===== src/sv/vsd_pkg.sv =====
`timescale 1ns / 1ps

package vsd_pkg;

    localparam int POS_W      = 32;
    localparam int STEP_W     = 16;
    localparam int DIFF_W     = POS_W + 1;
    localparam int DIVISOR_W  = STEP_W + 1;
    localparam int DIVIDEND_W = DIFF_W + DIVISOR_W;
    localparam int QUO_W      = DIFF_W;
    localparam int DIV_STEPS  = 3;
    localparam int DIV_ITERS  = QUO_W / DIV_STEPS;
    localparam int DIV_CNT_W  = $clog2(DIV_ITERS);
    localparam int CNT_W      = 2;

    localparam logic [POS_W-1:0]  Q_MAX     = {1'b0, {(POS_W-1){1'b1}}};
    localparam logic [POS_W-1:0]  Q_MIN     = {1'b1, {(POS_W-1){1'b0}}};
    localparam logic [STEP_W-1:0] STEP_LSB  = STEP_W'(1);
    localparam logic [CNT_W-1:0]  CNT_FULL  = CNT_W'(3);

    typedef enum logic [1:0] {
        PH_VEL = 2'd0,
        PH_ACC = 2'd1,
        PH_JRK = 2'd2
    } t_phase;

    typedef struct packed {
        logic   load;
        logic   div_start;
        t_phase phase;
        logic   wr_res;
        logic   publish;
    } t_cmd;

    typedef struct packed {
        logic [CNT_W-1:0] count;
        logic             div_done;
        logic             out_full;
    } t_stat;

endpackage


===== src/sv/vsd_intf.sv =====
`timescale 1ns / 1ps

interface vsd_in_if import vsd_pkg::*; ();
    logic                     valid;
    logic                     ready;
    logic signed [POS_W-1:0]  position;
    logic        [STEP_W-1:0] step_time;
    logic                     restart;

    modport source (output valid, position, step_time, restart, input ready);
    modport sink   (input valid, position, step_time, restart, output ready);
endinterface

interface vsd_out_if import vsd_pkg::*; ();
    logic                    valid;
    logic                    ready;
    logic signed [POS_W-1:0] velocity;
    logic signed [POS_W-1:0] acceleration;
    logic signed [POS_W-1:0] jerk;
    logic                    saturated;

    modport source (output valid, velocity, acceleration, jerk, saturated, input ready);
    modport sink   (input valid, velocity, acceleration, jerk, saturated, output ready);
endinterface


===== src/sv/vsd_div.sv =====
`timescale 1ns / 1ps

module vsd_div import vsd_pkg::*; (
    input  logic                  i_clk,
    input  logic                  i_rst_n,
    input  logic                  i_start,
    input  logic [DIVIDEND_W-1:0] i_dividend,
    input  logic [DIVISOR_W-1:0]  i_divisor,
    input  logic                  i_neg,
    output logic                  o_done,
    output logic [POS_W-1:0]      o_result,
    output logic                  o_sat
);

    logic                 r_busy;
    logic                 r_done;
    logic [DIV_CNT_W-1:0] r_cnt;
    logic [DIVISOR_W-1:0] r_rem;
    logic [DIVISOR_W-1:0] n_rem;
    logic [QUO_W-1:0]     r_quo;
    logic [QUO_W-1:0]     n_quo;
    logic [DIVISOR_W-1:0] r_div;
    logic                 r_neg;
    logic                 r_ovf;
    logic                 last;
    logic                 pos_sat;
    logic                 neg_sat;

    assign last = (r_cnt == DIV_CNT_W'(DIV_ITERS - 1));

    // restoring steps, remainder stays below the divisor
    always_comb begin
        logic [DIVISOR_W:0]   t;
        logic [DIVISOR_W-1:0] rem;
        logic [QUO_W-1:0]     quo;
        rem = r_rem;
        quo = r_quo;
        for (int k = 0; k < DIV_STEPS; k++) begin
            t = {rem, quo[QUO_W-1]};
            if (t >= {1'b0, r_div}) begin
                quo = {quo[QUO_W-2:0], 1'b1};
                rem = DIVISOR_W'(t - {1'b0, r_div});
            end else begin
                quo = {quo[QUO_W-2:0], 1'b0};
                rem = t[DIVISOR_W-1:0];
            end
        end
        n_rem = rem;
        n_quo = quo;
    end

    always_ff @(posedge i_clk) begin
        if (!i_rst_n) begin
            r_busy <= 1'b0;
            r_done <= 1'b0;
            r_cnt  <= '0;
        end else begin
            r_done <= r_busy && last;
            if (i_start) begin
                r_busy <= 1'b1;
                r_cnt  <= '0;
            end else if (r_busy) begin
                r_cnt <= r_cnt + DIV_CNT_W'(1);
                if (last) begin
                    r_busy <= 1'b0;
                end
            end
        end
    end

    always_ff @(posedge i_clk) begin
        if (i_start) begin
            r_rem <= i_dividend[DIVIDEND_W-1:QUO_W];
            r_quo <= i_dividend[QUO_W-1:0];
            r_div <= i_divisor;
            r_neg <= i_neg;
            r_ovf <= (i_dividend[DIVIDEND_W-1:QUO_W] >= i_divisor);
        end else if (r_busy) begin
            r_rem <= n_rem;
            r_quo <= n_quo;
        end
    end

    assign pos_sat = r_ovf | (|r_quo[QUO_W-1:POS_W-1]);
    assign neg_sat = r_ovf | r_quo[QUO_W-1] | (r_quo[POS_W-1] & (|r_quo[POS_W-2:0]));

    always_comb begin
        if (r_neg) begin
            o_sat    = neg_sat;
            o_result = neg_sat ? Q_MIN : POS_W'(~r_quo[POS_W-1:0] + POS_W'(1));
        end else begin
            o_sat    = pos_sat;
            o_result = pos_sat ? Q_MAX : r_quo[POS_W-1:0];
        end
    end

    assign o_done = r_done;

endmodule


===== src/sv/vsd_dp.sv =====
`timescale 1ns / 1ps

module vsd_dp import vsd_pkg::*; (
    input  logic              i_clk,
    input  logic              i_rst_n,
    input  t_cmd              i_cmd,
    output t_stat             o_stat,
    input  logic [POS_W-1:0]  i_position,
    input  logic [STEP_W-1:0] i_step_time,
    input  logic              i_restart,
    input  logic              i_out_ready,
    output logic              o_out_valid,
    output logic [POS_W-1:0]  o_velocity,
    output logic [POS_W-1:0]  o_acceleration,
    output logic [POS_W-1:0]  o_jerk,
    output logic              o_saturated
);

    logic [POS_W-1:0]      r_pos;
    logic [STEP_W-1:0]     r_step;
    logic [CNT_W-1:0]      r_count;
    logic [POS_W-1:0]      r_vel;
    logic [POS_W-1:0]      r_acc;
    logic [POS_W-1:0]      r_jrk;
    logic                  r_sat;
    logic [POS_W-1:0]      r_prev_pos;
    logic [STEP_W-1:0]     r_prev_step;
    logic [POS_W-1:0]      r_prev_vel;
    logic [POS_W-1:0]      r_prev_acc;
    logic [CNT_W-1:0]      r_sample_count;
    logic                  r_out_valid;
    logic [POS_W-1:0]      r_out_vel;
    logic [POS_W-1:0]      r_out_acc;
    logic [POS_W-1:0]      r_out_jrk;
    logic                  r_out_sat;

    logic [DIFF_W-1:0]     diff;
    logic [DIFF_W-1:0]     mag;
    logic [DIVIDEND_W-1:0] dividend;
    logic [DIVISOR_W-1:0]  divisor;
    logic                  div_done;
    logic [POS_W-1:0]      div_result;
    logic                  div_sat;

    // divider operands for the current derivative
    always_comb begin
        case (i_cmd.phase)
            PH_ACC: begin
                diff    = {r_vel[POS_W-1], r_vel} - {r_prev_vel[POS_W-1], r_prev_vel};
                divisor = {1'b0, r_step} + {1'b0, r_prev_step};
            end
            PH_JRK: begin
                diff    = {r_acc[POS_W-1], r_acc} - {r_prev_acc[POS_W-1], r_prev_acc};
                divisor = {1'b0, (r_prev_step == '0) ? STEP_LSB : r_prev_step};
            end
            default: begin
                diff    = {r_pos[POS_W-1], r_pos} - {r_prev_pos[POS_W-1], r_prev_pos};
                divisor = {1'b0, r_step};
            end
        endcase
        mag      = diff[DIFF_W-1] ? DIFF_W'(~diff + DIFF_W'(1)) : diff;
        dividend = {mag, {DIVISOR_W{1'b0}}};
        if (i_cmd.phase != PH_ACC) begin
            dividend = dividend >> 1;
        end
    end

    vsd_div u_div (
        .i_clk      (i_clk),
        .i_rst_n    (i_rst_n),
        .i_start    (i_cmd.div_start),
        .i_dividend (dividend),
        .i_divisor  (divisor),
        .i_neg      (diff[DIFF_W-1]),
        .o_done     (div_done),
        .o_result   (div_result),
        .o_sat      (div_sat)
    );

    // current word and its results
    always_ff @(posedge i_clk) begin
        if (i_cmd.load) begin
            r_pos   <= i_position;
            r_step  <= (i_step_time == '0) ? STEP_LSB : i_step_time;
            r_count <= i_restart ? '0 : r_sample_count;
            r_vel   <= '0;
            r_acc   <= '0;
            r_jrk   <= '0;
            r_sat   <= 1'b0;
        end else if (i_cmd.wr_res) begin
            r_sat <= r_sat | div_sat;
            case (i_cmd.phase)
                PH_ACC:  r_acc <= div_result;
                PH_JRK:  r_jrk <= div_result;
                default: r_vel <= div_result;
            endcase
        end
    end

    // path history
    always_ff @(posedge i_clk) begin
        if (!i_rst_n) begin
            r_prev_pos     <= '0;
            r_prev_step    <= '0;
            r_prev_vel     <= '0;
            r_prev_acc     <= '0;
            r_sample_count <= '0;
        end else if (i_cmd.publish) begin
            r_prev_pos     <= r_pos;
            r_prev_step    <= r_step;
            r_prev_vel     <= r_vel;
            r_prev_acc     <= r_acc;
            r_sample_count <= (r_count == CNT_FULL) ? CNT_FULL : r_count + CNT_W'(1);
        end
    end

    // output register
    always_ff @(posedge i_clk) begin
        if (!i_rst_n) begin
            r_out_valid <= 1'b0;
        end else if (i_cmd.publish) begin
            r_out_valid <= 1'b1;
        end else if (i_out_ready) begin
            r_out_valid <= 1'b0;
        end
    end

    always_ff @(posedge i_clk) begin
        if (i_cmd.publish) begin
            r_out_vel <= r_vel;
            r_out_acc <= r_acc;
            r_out_jrk <= r_jrk;
            r_out_sat <= r_sat;
        end
    end

    assign o_stat.count    = r_count;
    assign o_stat.div_done = div_done;
    assign o_stat.out_full = r_out_valid && !i_out_ready;

    assign o_out_valid    = r_out_valid;
    assign o_velocity     = r_out_vel;
    assign o_acceleration = r_out_acc;
    assign o_jerk         = r_out_jrk;
    assign o_saturated    = r_out_sat;

endmodule


===== src/sv/vsd_ctrl.sv =====
`timescale 1ns / 1ps

module vsd_ctrl import vsd_pkg::*; (
    input  logic  i_clk,
    input  logic  i_rst_n,
    input  logic  i_in_valid,
    output logic  o_in_ready,
    input  t_stat i_stat,
    output t_cmd  o_cmd
);

    typedef enum logic [4:0] {
        S_IDLE = 5'b00001,
        S_VEL  = 5'b00010,
        S_ACC  = 5'b00100,
        S_JRK  = 5'b01000,
        S_DONE = 5'b10000
    } t_state;

    t_state r_state;
    t_state n_state;
    logic   r_go;
    logic   n_go;

    always_comb begin
        n_state         = r_state;
        n_go            = 1'b0;
        o_cmd.load      = 1'b0;
        o_cmd.div_start = 1'b0;
        o_cmd.wr_res    = 1'b0;
        o_cmd.publish   = 1'b0;
        case (r_state)
            S_ACC:   o_cmd.phase = PH_ACC;
            S_JRK:   o_cmd.phase = PH_JRK;
            default: o_cmd.phase = PH_VEL;
        endcase
        case (r_state)
            S_IDLE: begin
                if (i_in_valid) begin
                    o_cmd.load = 1'b1;
                    n_state    = S_VEL;
                    n_go       = 1'b1;
                end
            end
            S_VEL: begin
                if (i_stat.count == '0) begin
                    n_state = S_DONE;
                end else begin
                    o_cmd.div_start = r_go;
                    if (i_stat.div_done) begin
                        o_cmd.wr_res = 1'b1;
                        if (i_stat.count inside {2'd2, 2'd3}) begin
                            n_state = S_ACC;
                            n_go    = 1'b1;
                        end else begin
                            n_state = S_DONE;
                        end
                    end
                end
            end
            S_ACC: begin
                o_cmd.div_start = r_go;
                if (i_stat.div_done) begin
                    o_cmd.wr_res = 1'b1;
                    if (i_stat.count == CNT_FULL) begin
                        n_state = S_JRK;
                        n_go    = 1'b1;
                    end else begin
                        n_state = S_DONE;
                    end
                end
            end
            S_JRK: begin
                o_cmd.div_start = r_go;
                if (i_stat.div_done) begin
                    o_cmd.wr_res = 1'b1;
                    n_state      = S_DONE;
                end
            end
            S_DONE: begin
                if (!i_stat.out_full) begin
                    o_cmd.publish = 1'b1;
                    n_state       = S_IDLE;
                end
            end
            default: begin
                n_state = S_IDLE;
            end
        endcase
    end

    always_ff @(posedge i_clk) begin
        if (!i_rst_n) begin
            r_state <= S_IDLE;
            r_go    <= 1'b0;
        end else begin
            r_state <= n_state;
            r_go    <= n_go;
        end
    end

    assign o_in_ready = (r_state == S_IDLE);

endmodule


===== src/sv/variable_step_derivatives.sv =====
`timescale 1ns / 1ps
// channel  dir  payload                                        handshake
// i_in     in   position, step_time, restart                   valid / ready
// o_out    out  velocity, acceleration, jerk, saturated        valid / ready
//
// one word at a time: each derivative in turn takes the shared 3-bit-per-cycle divider,
// a first sample of a path skips the divider and gives zero results
// reset (i_rst_n, synchronous) clears the path history, the next word starts a path
// a new word is taken while the previous result still waits in the output register
// a stalled o_out holds the finished word back before the history is updated

module variable_step_derivatives import vsd_pkg::*; (
    input  logic i_clk,
    input  logic i_rst_n,
    vsd_in_if.sink    i_in,
    vsd_out_if.source o_out
);

    t_cmd  cmd;
    t_stat stat;

    vsd_ctrl u_ctrl (
        .i_clk      (i_clk),
        .i_rst_n    (i_rst_n),
        .i_in_valid (i_in.valid),
        .o_in_ready (i_in.ready),
        .i_stat     (stat),
        .o_cmd      (cmd)
    );

    vsd_dp u_dp (
        .i_clk          (i_clk),
        .i_rst_n        (i_rst_n),
        .i_cmd          (cmd),
        .o_stat         (stat),
        .i_position     (i_in.position),
        .i_step_time    (i_in.step_time),
        .i_restart      (i_in.restart),
        .i_out_ready    (o_out.ready),
        .o_out_valid    (o_out.valid),
        .o_velocity     (o_out.velocity),
        .o_acceleration (o_out.acceleration),
        .o_jerk         (o_out.jerk),
        .o_saturated    (o_out.saturated)
    );

endmodule


===== src/flat_wrapper.sv =====
// flat-port wrapper written by rule: the top's interface ports become plain ports
module variable_step_derivatives_flat import vsd_pkg::*;
  (i_clk, i_rst_n, i_in_valid, i_in_position, i_in_step_time, i_in_restart, i_in_ready, o_out_valid, o_out_velocity, o_out_acceleration, o_out_jerk, o_out_saturated, o_out_ready);
  vsd_in_if i_in_i ();
  vsd_out_if o_out_i ();
  input  logic i_clk;
  input  logic i_rst_n;
  input wire logic [$bits(i_in_i.valid)-1:0] i_in_valid;
  input wire logic [$bits(i_in_i.position)-1:0] i_in_position;
  input wire logic [$bits(i_in_i.step_time)-1:0] i_in_step_time;
  input wire logic [$bits(i_in_i.restart)-1:0] i_in_restart;
  output wire logic [$bits(i_in_i.ready)-1:0] i_in_ready;
  output wire logic [$bits(o_out_i.valid)-1:0] o_out_valid;
  output wire logic [$bits(o_out_i.velocity)-1:0] o_out_velocity;
  output wire logic [$bits(o_out_i.acceleration)-1:0] o_out_acceleration;
  output wire logic [$bits(o_out_i.jerk)-1:0] o_out_jerk;
  output wire logic [$bits(o_out_i.saturated)-1:0] o_out_saturated;
  input wire logic [$bits(o_out_i.ready)-1:0] o_out_ready;
  assign i_in_i.valid = i_in_valid;
  assign i_in_i.position = i_in_position;
  assign i_in_i.step_time = i_in_step_time;
  assign i_in_i.restart = i_in_restart;
  assign i_in_ready = i_in_i.ready;
  assign o_out_valid = o_out_i.valid;
  assign o_out_velocity = o_out_i.velocity;
  assign o_out_acceleration = o_out_i.acceleration;
  assign o_out_jerk = o_out_i.jerk;
  assign o_out_saturated = o_out_i.saturated;
  assign o_out_i.ready = o_out_ready;
  variable_step_derivatives u_core (.i_clk(i_clk), .i_rst_n(i_rst_n), .i_in(i_in_i), .o_out(o_out_i));
endmodule

===== config.mk =====
export PLATFORM = sky130hd
export DESIGN_NAME = variable_step_derivatives_flat
export DESIGN_NICKNAME = d
export VERILOG_FILES = /design/src/sv/vsd_pkg.sv /design/src/sv/vsd_intf.sv /design/src/sv/vsd_div.sv /design/src/sv/vsd_dp.sv /design/src/sv/vsd_ctrl.sv /design/src/sv/variable_step_derivatives.sv /design/src/flat_wrapper.sv
export SDC_FILE = /design/constraint.sdc
export NUM_CORES = 1
export LEC_CHECK = 0
export ABC_AREA = 1
export BUFFER_PORTS_ARGS = -buffer_cell sky130_fd_sc_hd__buf_2
export CAP_MARGIN = 15
export CORE_MARGIN = 4
export CORE_UTILIZATION = 50
export CTS_BUF_LIST = sky130_fd_sc_hd__clkbuf_8
export CTS_CLUSTER_DIAMETER = 100
export DETAILED_ROUTE_END_ITERATION = 8
export GPL_ROUTABILITY_DRIVEN = 0
export HOLD_SLACK_MARGIN = 0.02
export PLACE_DENSITY_LB_ADDON = 0.1
export SETUP_SLACK_MARGIN = 0.15
export SYNTH_ARGS = -nofsm -noshare
export SYNTH_HDL_FRONTEND = slang
export SYNTH_SLANG_ARGS = --single-unit

===== constraint.sdc =====
create_clock -name i_clk -period 15.3 [get_ports i_clk]
set_input_delay 1.53 -clock i_clk [delete_from_list [all_inputs] [get_ports i_clk]]
set_output_delay 1.53 -clock i_clk [all_outputs]
set_load 0.005 [all_outputs]

==> results by group <==
Outcome
  • Status: finished clean

Power
  • Sw Share: 45.7%
  • Combinational Power Share: 50.7%
  • Sequential power share: 27.7%
  • Internal: 2.89 mW
  • P_sw: 2.43 mW
  • Max VDD drop: 0.281 mV
  • Leakage power: 16.5 nW
  • Clk network pwr share: 21.6%
  • Pwr/cell area: 159 nW/µm²

Synthesis
  • Ys flop type: dfxtp_1
  • Compound-Gate Fraction of Synth Area: 15.1%
  • Syn_area_per_cell: 7.02 µm²
  • Library cells used by synthesis: 61
  • Post-Synth Simple-Gate Area: 27.4%
  • Largest family of logic cells by synthesized area: simple AND/OR/NAND/NOR gates
  • Seq/Total Area, Yosys: 35.8%
  • EDFF count, synth: 216
  • Count leader, synth: nand2_1
  • Post-Syn Nets: 4609
  • Synth top area share: 21.2%
  • Post-Syn Area: 30600 µm²
  • Yosys warns: 0
  • Largest area contributor in the netlist: edfxtp_1
  • Adder-cell area share of the yosys netlist: 8.10%
  • Mux cell area share after synthesis: 0%
  • Post-Synthesis Cells: 4362
  • Dominant cells by area after synthesis: edfxtp_1 (21%), dfxtp_1 (15%), nand2_1 (12%), inv_1 (8.5%), ha_1 (7.6%)
  • Most frequent cells after synthesis: nand2_1 (961), inv_1 (692), a21oi_1 (384)
  • Register bit total from synthesis: 440
  • Ys async rst share: 0%
  • Post-Synth XOR/XNOR Area: 2.58%

Min path
  • Worst min-delay path class: flip-flop to flip-flop

Clock tree
  • Clock slew at reported path FFs: 0.06 ns
  • Setup Buffers After CTS: 0
  • CTS buffer count: 79
  • H-tree levels: 3
  • CTS tree: yes
  • Root buf cell: clkbuf_8
  • Skew-Pair Late Insertion Delay: 0.73 ns
  • Cts hold-fix bufs: 0
  • Clock Sinks: 440
  • Max clock buf depth: 3
  • Post-cts resize count: 0

Drt
  • Detailed Route WL: 93100 µm
  • Via count: 28700
  • Remaining antenna violation count after routing: 0
  • DR iter-0 viols: 2677
  • Remaining DRCs: 0
  • First-pass iteration count of the detailed router: 6
  • Routed len/inst: 17.5 µm
  • Vias per std cell: 5.39

Timing
  • Total negative slack: 0 ns
  • Hold WS: 0.425 ns
  • Min Clock Period, post-route: 7.99 ns
  • Worst Tran Pin Value: 1.16 ns
  • Worst rel slew slack: 21.5%
  • Worst setup margin: 7.31 ns
  • RSZ-0062 raised after global routing: no
  • Clock Skew: 0.0460 ns
  • Hold Vio Cnt, Final: 0
  • Fmax: 0.125 GHz
  • Max Slew Vio Count: 0
  • Final-report setup violation count: 0
  • Tcrit/Tclk final: 52.2%

Job
  • Max-cap viol count: 0

Critical path
  • Largest stage delay, worst path: 0.66 ns
  • Critical path buffer and inverter count: 3
  • CP max stage cell: nand2_1
  • CP required: 15.75 ns
  • Top cell by count, worst path: nand2_1
  • Crit-path max FO: 31
  • Worst path top cell family by delay: compound AO/OA/AOI/OAI gates
  • Crit path kind: flip-flop to flip-flop
  • Setup crit end kind: flip-flop
  • Crit path DAT: 8.44 ns
  • Worst setup SP type: flip-flop

Placed design
  • # port buffers: 151
  • HPWL after DPL: 70500 µm
  • Post-Place Setup Slack: 7.41 ns

Layout
  • Filler cells: 6061
  • FF+latch area: 11000 µm²
  • Share of cells above drive strength 1: 8.84%
  • Area growth syn-to-layout: 9.66%
  • Area of the multi-input gates: 16400 µm²
  • Nets: 4716
  • Fin util: 55.5%

Global routing
  • Vias in the first global route: 26100
  • Antenna violations before repair: 1
  • Pin count of the biggest net entering global routing: 115
  • First-pass GRT wire length: 145000 µm
  • Congestion Overflow GR: 0
  • Total GRT Usage: 27.7%

Die
  • Die H: 255 µm
  • Initial Util: 50.6%
  • Die area: 65200 µm²
  • Num ports: 152
  • Die width: 255 µm
  • Core footprint: 60500 µm²
  • Num rows: 90
cell usage in the layout, fill, tap and decap left out, types with 5 or more instances in the layout:
| cell type | netlist | layout |
|---|---|---|
| a21boi_0 | 5 | 5 |
| clkinv_2 | 0 | 9 |
| fa_1 | 7 | 7 |
| nand2_1 | 961 | 960 |
| a211oi_1 | 5 | 5 |
| o21ai_2 | 6 | 6 |
| o21bai_1 | 10 | 10 |
| nor3_1 | 48 | 48 |
| o21ai_0 | 350 | 349 |
| inv_1 | 692 | 723 |
| nor3_2 | 5 | 5 |
| a21oi_2 | 9 | 9 |
| nor4_1 | 14 | 14 |
| nand3b_1 | 24 | 24 |
| o221ai_1 | 5 | 5 |
| nand2_2 | 17 | 18 |
| o221ai_2 | 5 | 5 |
| ha_1 | 187 | 184 |
| buf_2 | 14 | 150 |
| nand3_2 | 8 | 8 |
| a21oi_1 | 384 | 384 |
| xnor2_1 | 27 | 27 |
| o21a_1 | 19 | 19 |
| nor2_2 | 21 | 21 |
| dfxtp_1 | 224 | 224 |
| nand4_1 | 59 | 59 |
| nor2_1 | 362 | 358 |
| edfxtp_1 | 216 | 216 |
| o21ai_1 | 14 | 15 |
| a21o_1 | 7 | 7 |
| and2_1 | 21 | 21 |
| clkbuf_8 | 2 | 94 |
| buf_4 | 6 | 26 |
| nor2_4 | 4 | 8 |
| xor2_1 | 63 | 63 |
| inv_2 | 9 | 9 |
| nand3_1 | 376 | 376 |
flip-flops by register name, indices dropped and copies added (netlist names), 2 cells and up:
register / count
u_core.u_dp.u_div.r_quo: 33
u_core.u_dp.o_acceleration: 32
u_core.u_dp.o_jerk: 32
u_core.u_dp.o_velocity: 32
u_core.u_dp.r_acc: 32
u_core.u_dp.r_jrk: 32
u_core.u_dp.r_pos: 32
u_core.u_dp.r_prev_acc: 32
u_core.u_dp.r_prev_pos: 32
u_core.u_dp.r_prev_vel: 32
u_core.u_dp.r_vel: 32
u_core.u_dp.u_div.r_div: 17
u_core.u_dp.u_div.r_rem: 17
u_core.u_dp.r_prev_step: 16
u_core.u_dp.r_step: 16
u_core.u_ctrl.r_state: 5
u_core.u_dp.u_div.r_cnt: 4
u_core.u_dp.r_count: 2
u_core.u_dp.r_sample_count: 2
path summary, 6_finish.rpt:
check / start / end / slack [ns] / depth (start not counted)
setup reg to reg: u_core.u_dp.u_div.r_div[13]$_DFFE_PP_ / u_core.u_dp.u_div.r_rem[14]$_DFFE_PP_ / 7.31 / 37
hold / removal: u_core.u_dp.r_jrk[21]$_SDFFE_PP0P_ / u_core.u_dp.o_jerk[21]$_DFFE_PP_ / 0.42 / 0
hold reg to reg: u_core.u_dp.r_jrk[21]$_SDFFE_PP0P_ / u_core.u_dp.o_jerk[21]$_DFFE_PP_ / 0.42 / 0
setup / recovery: u_core.u_dp.u_div.r_div[13]$_DFFE_PP_ / u_core.u_dp.u_div.r_rem[14]$_DFFE_PP_ / 7.31 / 37
logic make-up (layout without fill, tap and decap cells):
logic type	Yosys count	in the layout
other	0	1
and+or+nand+nor	1933	1933
DFF	440	440
AOI/OAI and AO/OA	852	852
xor gates and xnor gates	90	90
buffers and inverters	853	1027
adders and majority gates	194	194
per-stage QoR:
step | area [µm²] | instances | power [mW]
floorplan | 30600 | 4362 | 3.51
global placement | 31900 | 5169 | 4.13
detailed placement | 31900 | 5169 | 4.15
CTS | 33500 | 5317 | 5.31
global route | 33600 | 5319 | 5.75
finish | 33600 | 5319 | 5.32
layout make-up:
type | instances | share of cell area [%]
diodes | 1 | 0.00746
clock buffers | 94 | 3.85
clock inverters | 54 | 1.06
inverters | 702 | 7.88
multi-input cells | 3069 | 48.7
flip-flops and latches | 440 | 32.7
well taps | 782 | 2.92
repair buffers | 177 | 2.86
per-layer routing:
metal  share of wire, %  wire, µm  vias to the layer above  global-route usage [%]
li1                   -         -                    14600                       -
met3                6.5      6050                      157                    3.62
met5                  0         0                        -                       0
met2                 44     41400                      884                    44.6
met4                4.1      3850                        0                    11.3
met1                 45     41900                    13000                    38.0
power by group through the flow:
stage | logic, mW | clock network (mW) | registers [mW]
after floorplan | 2.03 | 0 | 1.48
after global placement | 2.63 | 0 | 1.50
after detailed placement | 2.65 | 0 | 1.50
after CTS | 2.66 | 1.18 | 1.47
after global routing | 3.04 | 1.23 | 1.49
final | 2.70 | 1.15 | 1.48
(Power assumes the default switching activity.)
